### config.mk
export PLATFORM = sky130hd
export DESIGN_NAME = pfpp_map
export DESIGN_NICKNAME = d
export VERILOG_FILES = /design/src/rtl/pfpp_pkg.sv /design/src/rtl/pfpp_map.sv
export SDC_FILE = /design/constraint.sdc
export NUM_CORES = 1
export LEC_CHECK = 0
export BUFFER_PORTS_ARGS = -buffer_cell sky130_fd_sc_hd__clkbuf_2
export CORE_AREA = 3 3 40 42
export DETAILED_ROUTE_END_ITERATION = 8
export DIE_AREA = 0 0 43 45
export PLACE_DENSITY_LB_ADDON = 0.2
export RECOVER_POWER = 25
export SLEW_MARGIN = 20
export SYNTH_ARGS = -nofsm -noshare
export SYNTH_HDL_FRONTEND = slang
export SYNTH_SLANG_ARGS = --single-unit
### constraint.sdc
create_clock -name vclk -period 1.5
set_clock_uncertainty 0.05 [all_clocks]
set_input_delay 0.3 -clock vclk [all_inputs]
set_output_delay 0.3 -clock vclk [all_outputs]
set_load 0.03 [all_outputs]
### src/rtl/pfpp_pkg.sv
// ============================================================================
// pfpp_pkg - shared types and constants for the page framebuffer plotter
// Holds the store geometry, the colour and mode codes, the rotation codes
// and the structure that carries a mapped pixel between modules.
// ============================================================================
package pfpp_pkg;

  // Store geometry: 1024 bytes, each holding eight stacked pixels.
  localparam int STORE_DEPTH = 1024;
  localparam int ADDR_W      = 10;
  localparam int COORD_W     = 10;

  typedef logic [ADDR_W-1:0]         addr_t;
  typedef logic [7:0]                byte_t;
  typedef logic signed [COORD_W-1:0] coord_t;

  // Colour codes of a plot word.
  typedef enum logic [1:0] {
    COLOUR_CLEAR  = 2'd0,
    COLOUR_SET    = 2'd1,
    COLOUR_TOGGLE = 2'd2,
    COLOUR_KEEP   = 2'd3
  } colour_t;

  // Word modes.
  localparam logic MODE_PLOT = 1'b0;
  localparam logic MODE_READ = 1'b1;

  // Rotation codes, in quarter turns.
  localparam logic [1:0] ROT_0   = 2'd0;
  localparam logic [1:0] ROT_90  = 2'd1;
  localparam logic [1:0] ROT_180 = 2'd2;
  localparam logic [1:0] ROT_270 = 2'd3;

  // Register indexes on the configuration port.
  localparam logic REG_ROTATION = 1'b0;

  // A pixel after clipping and rotation.
  typedef struct packed {
    logic  on_screen;
    addr_t addr;
    byte_t mask;
  } map_t;

endpackage

### src/rtl/pfpp_map.sv
// ============================================================================
// pfpp_map - pixel clip, rotation and byte address mapping
// Clips signed coordinates against the rotated screen, turns them into panel
// coordinates and forms the page-order byte address and bit mask.
// ============================================================================
module pfpp_map #(
  parameter int SCREEN_WIDTH  = 128,
  parameter int SCREEN_HEIGHT = 64
) (
  input  logic [1:0]      rotation,
  input  pfpp_pkg::coord_t pos_x,
  input  pfpp_pkg::coord_t pos_y,
  output pfpp_pkg::map_t   map
);
  import pfpp_pkg::*;

  localparam int PX_W = $clog2(SCREEN_WIDTH);
  localparam int PY_W = $clog2(SCREEN_HEIGHT);
  localparam logic [COORD_W-1:0] W_C  = COORD_W'(SCREEN_WIDTH);
  localparam logic [COORD_W-1:0] H_C  = COORD_W'(SCREEN_HEIGHT);
  localparam logic [COORD_W-1:0] W_M1 = COORD_W'(SCREEN_WIDTH - 1);
  localparam logic [COORD_W-1:0] H_M1 = COORD_W'(SCREEN_HEIGHT - 1);
  localparam addr_t W_ADDR = addr_t'(SCREEN_WIDTH);

  logic [COORD_W-1:0] ux;
  logic [COORD_W-1:0] uy;
  logic [COORD_W-1:0] vis_w;
  logic [COORD_W-1:0] vis_h;
  logic [COORD_W-1:0] px_full;
  logic [COORD_W-1:0] py_full;
  logic [PX_W-1:0]    px;
  logic [PY_W-1:0]    py;
  addr_t              page;

  assign ux = pos_x;
  assign uy = pos_y;

  // Quarter turns swap the visible width and height.
  assign vis_w = rotation[0] ? H_C : W_C;
  assign vis_h = rotation[0] ? W_C : H_C;

  always_comb begin
    case (rotation)
      ROT_90: begin
        px_full = W_M1 - uy;
        py_full = ux;
      end
      ROT_180: begin
        px_full = W_M1 - ux;
        py_full = H_M1 - uy;
      end
      ROT_270: begin
        px_full = uy;
        py_full = H_M1 - ux;
      end
      default: begin
        px_full = ux;
        py_full = uy;
      end
    endcase
  end

  assign px   = px_full[PX_W-1:0];
  assign py   = py_full[PY_W-1:0];
  assign page = addr_t'(py >> 3);

  assign map.on_screen = !pos_x[COORD_W-1] && !pos_y[COORD_W-1] &&
                         (ux < vis_w) && (uy < vis_h);
  // The address wraps modulo the store depth, so the product may be cut to ten bits.
  assign map.addr   = addr_t'(W_ADDR * page) + addr_t'(px);
  assign map.mask   = byte_t'(1) << py[2:0];

endmodule

==> results of run 1 <==
## synthesized netlist by cell type
cell,number,area [um2]
inv_2,1,3.75
nand2_1,4,15.0
o21a_1,1,7.51
or4_1,1,7.51
ha_1,2,25.0
or2_2,2,12.5
nor2b_1,5,31.3
a21oi_1,5,25.0
mux4_2,4,90.1
buf_6,1,11.3
nor2_1,8,30.0
o32a_1,1,10.0
mux2i_1,4,40.0
nand2b_1,4,25.0
xnor2_1,11,96.3
buf_2,3,15.0
xor2_1,1,8.76
nor4_1,1,6.26
o21ai_0,2,10.0
## per-stage QoR
stage | std cells | TNS (ns)
2_1_floorplan | 61 | -0.889
3_3_place_gp | 128 | -4.12
3_5_place_dp | 128 | -4.66
## logic make-up after synthesis
| family | Yosys count | synth area share |
|---|---|---|
| fa+ha+maj | 2 | 0.0532 |
| mux | 8 | 0.277 |
| buf+inv | 5 | 0.0638 |
| simple gates | 25 | 0.271 |
| xor+xnor | 12 | 0.223 |
| compound gates | 9 | 0.112 |
==> reports/results.txt, run 1 <==
Status: did not finish
Halt Stage: clock tree synthesis (4_1_cts)
Stop Error: [ERROR DPL-0038] Utilization greater than 100%, impossible to legalize
Post-CTS setup repair buffer count: 3
Hold Buf Count CTS: 0
Ports: 41
Post-Synthesis Cells: 61
DP Area: 971 um2
Post-synthesis sequential area ratio: 0
Post-Syn Area: 470 um2
Initial Utilization: 0.366
Synth unique cells: 19
Die Ht: 45 um
Port buffer count: 41
Gp weighted congestion: 0.758
Die Width: 43 um
DP HPWL: 1460 um
Ys Warns: 0
Synth Area per Inst: 7.71 um2
Syn_nets: 85
Rows: 13
Place WS: -0.405 ns
Post-CTS Resized: 78
==> inputs of run 2 (changes only) <==
- CORE_AREA: 3 3 40 42 -> 3 3 64 66
- DIE_AREA: 0 0 43 45 -> 0 0 67 69
- PLACE_DENSITY_LB_ADDON: 0.2 -> 0.15
- clock period: 1.5 -> 2 ns (I/O delays scaled with it)
==> run 2 against run 1 <==
- the run now ends clean
- synthesized area unchanged
- synthesized cell count stayed put
==> reports/results.txt, run 2 <==
Status: completed
Final total power: 0.000323 W
Slew Limit Fails: 0
DP HPWL: 1490 um (+2.0%)
DR WL/cell: 10.9 um
Area contributors post-synth: xnor2_1 (20%), mux4_2 (19%), mux2i_1 (8.5%)
Post-Syn Area: 470 um2 (unchanged)
Via count: 608
Net load switching power: 0.000179 W
Die Ht: 69 um (+53%)
Syn_nets: 85 (unchanged)
Rows: 22 (+9)
Area delta synth->final: 114%
Antenna violations before repair: 0
Worst Path Max Fanout: 4
Most frequent cells after synthesis: xnor2_1 (11), nor2_1 (8), a21oi_1 (5), nor2b_1 (5)
Vias in the first global route: 645
Die ar.: 4620 um2
Final Non-Filler Cells: 159
Leak pwr: 0.440 nW
Power Density: 321 nW/um2
Congestion Overflow GR: 0
Gp weighted congestion: 0.687 (-9.4%)
Tcrit/Tclk final: 0.994
Top-count cell post-synth: xnor2_1
Ports: 41 (unchanged)
Largest net degree at the start of global routing: 10
Hold Path Depth: 3
Max-slew headroom: 0.757
DRC errors left: 0
Internal: 0.000144 W
Die Width: 67 um (+56%)
Synth unique cells: 19 (unchanged)
Clock network fraction of design power: 0
DR vias/cell: 3.82
Reg area: 0 um2
Post-Synthesis Cells: 61 (unchanged)
Top cell type's share of synthesized area: 0.205 (unchanged)
Fmax: 0.503 GHz
Final Critical Period: 1.99 ns
Crit Path Class: input port to primary output
Final antenna diode count: 0
Share of layout cells above drive strength 1: 0.649
CP startpoint kind: input port
First-pass GRT wire length: 2840 um
Synth Area per Inst: 7.71 um2 (unchanged)
Placeable Area: 3630 um2
Post-synthesis sequential area ratio: 0 (unchanged)
Initial detailed-routing violation count: 3
Final hold viol count: 0
Port buffer count: 41 (unchanged)
Critical Path RT: 1.55 ns
Final ANT Viol Nets: 0
Critical Path AT: 1.54 ns
Num sequential: 0
Commonest non-fill, non-tap cells in the layout: clkbuf_2 (26), buf_4 (14), xnor2_1 (11)
Worst Hold Class: input port to primary output
All-layer global routing usage: 0.0730
Hold EP: map[18]
Worst Hold Launch: pos_y[8]
RSZ-0062 raised after global routing: yes
First-pass iteration count of the detailed router: 2
Initial Utilization: 0.129 (-0.237)
Clock Buffer Count: 0
WL final: 1730 um
MaxCap Viol Count: 0
Worst-Margin Slew: 0.366 ns
Leading area contributor after synthesis: xnor2_1
VDD IR max: 0.136 mV
Commonest non-fill, non-tap cell in the layout: clkbuf_2
NumNets Final: 137
WHS: 1.05 ns
Ys Warns: 0 (unchanged)
# placed instances: 159 (+24%)
Crit end category: primary output
Sw Share: 0.553
Comb power frac: 1.000
Post-CTS setup repair buffer count: 0 (-3)
Sequential share of power: 0
Count of final setup violators: 0
[run 2: worst max path at each step]
stage           startpoint  cells after the start  slack (ns)      end
2_1_floorplan  rotation[0]                      5       -0.07  map[18]
3_3_place_gp   rotation[0]                      6       -0.08   map[6]
3_5_place_dp   rotation[0]                      6       -0.12   map[5]
4_1_cts        rotation[0]                      6      -0.009  map[18]
5_1_grt           pos_y[1]                      5       -0.02   map[3]
6_report          pos_y[1]                      5        0.01   map[3]
[run 2: what timing repair did]
action                     in CTS  in global routing
setup endpoints to repair       9                  9
hold buffers                    0                  0
pin swaps                       2                  4
gates resized for setup        24                 20
[run 2: cell type report]
class,count,area [um2]
well taps,48,60.1
fillers,410,2630
inverters,1,6.26
repair buffers,54,398
multi-input cells,56,542
[run 2: cells by family after synthesis]
family,count (synthesis),share of synthesized area
compound gates,9,0.112
xor+xnor,12,0.223
fa+ha+maj,2,0.0532
buf+inv,5,0.0638
mux,8,0.277
simple gates,25,0.271
[run 2: power by group through the flow]
stage	clock network (W)	registers, W	logic (W)
after floorplan	0	0	0.000186
after global placement	0	0	0.000284
after detailed placement	0	0	0.000285
after CTS	0	0	0.000312
after global routing	0	0	0.000347
final	0	0	0.000323
[run 2: routing by layer]
metal | share of wire | vias to the layer above | wire (um) | GRT usage
met5 | 0 | - | 0 | 0
met4 | 0 | 0 | 0 | 0
met3 | 0.048 | 0 | 82 | 0.00326
met2 | 0.55 | 22 | 946 | 0.147
met1 | 0.40 | 274 | 697 | 0.0858
li1 | - | 312 | - | -
[run 2: stage by stage]
step	util	setup TNS, ns	instance area (um2)	worst slack, ns
2_1_floorplan	-	-0.0660	495	-0.0660
3_3_place_gp	0.229	-0.443	832	-0.0820
3_5_place_dp	0.229	-0.651	832	-0.123
4_1_cts	0.258	-0.00870	936	-0.00870
5_1_grt	0.277	-0.0326	1010	-0.0210
6_report	0.277	0	1010	0.0129
[run 2: critical path: stages]
cell,delay [ns]
buf_8,0.10
or2_4,0.24
mux4_2,0.51
nor2_2,0.13
clkbuf_8,0.16
(Power assumes the default switching activity.)
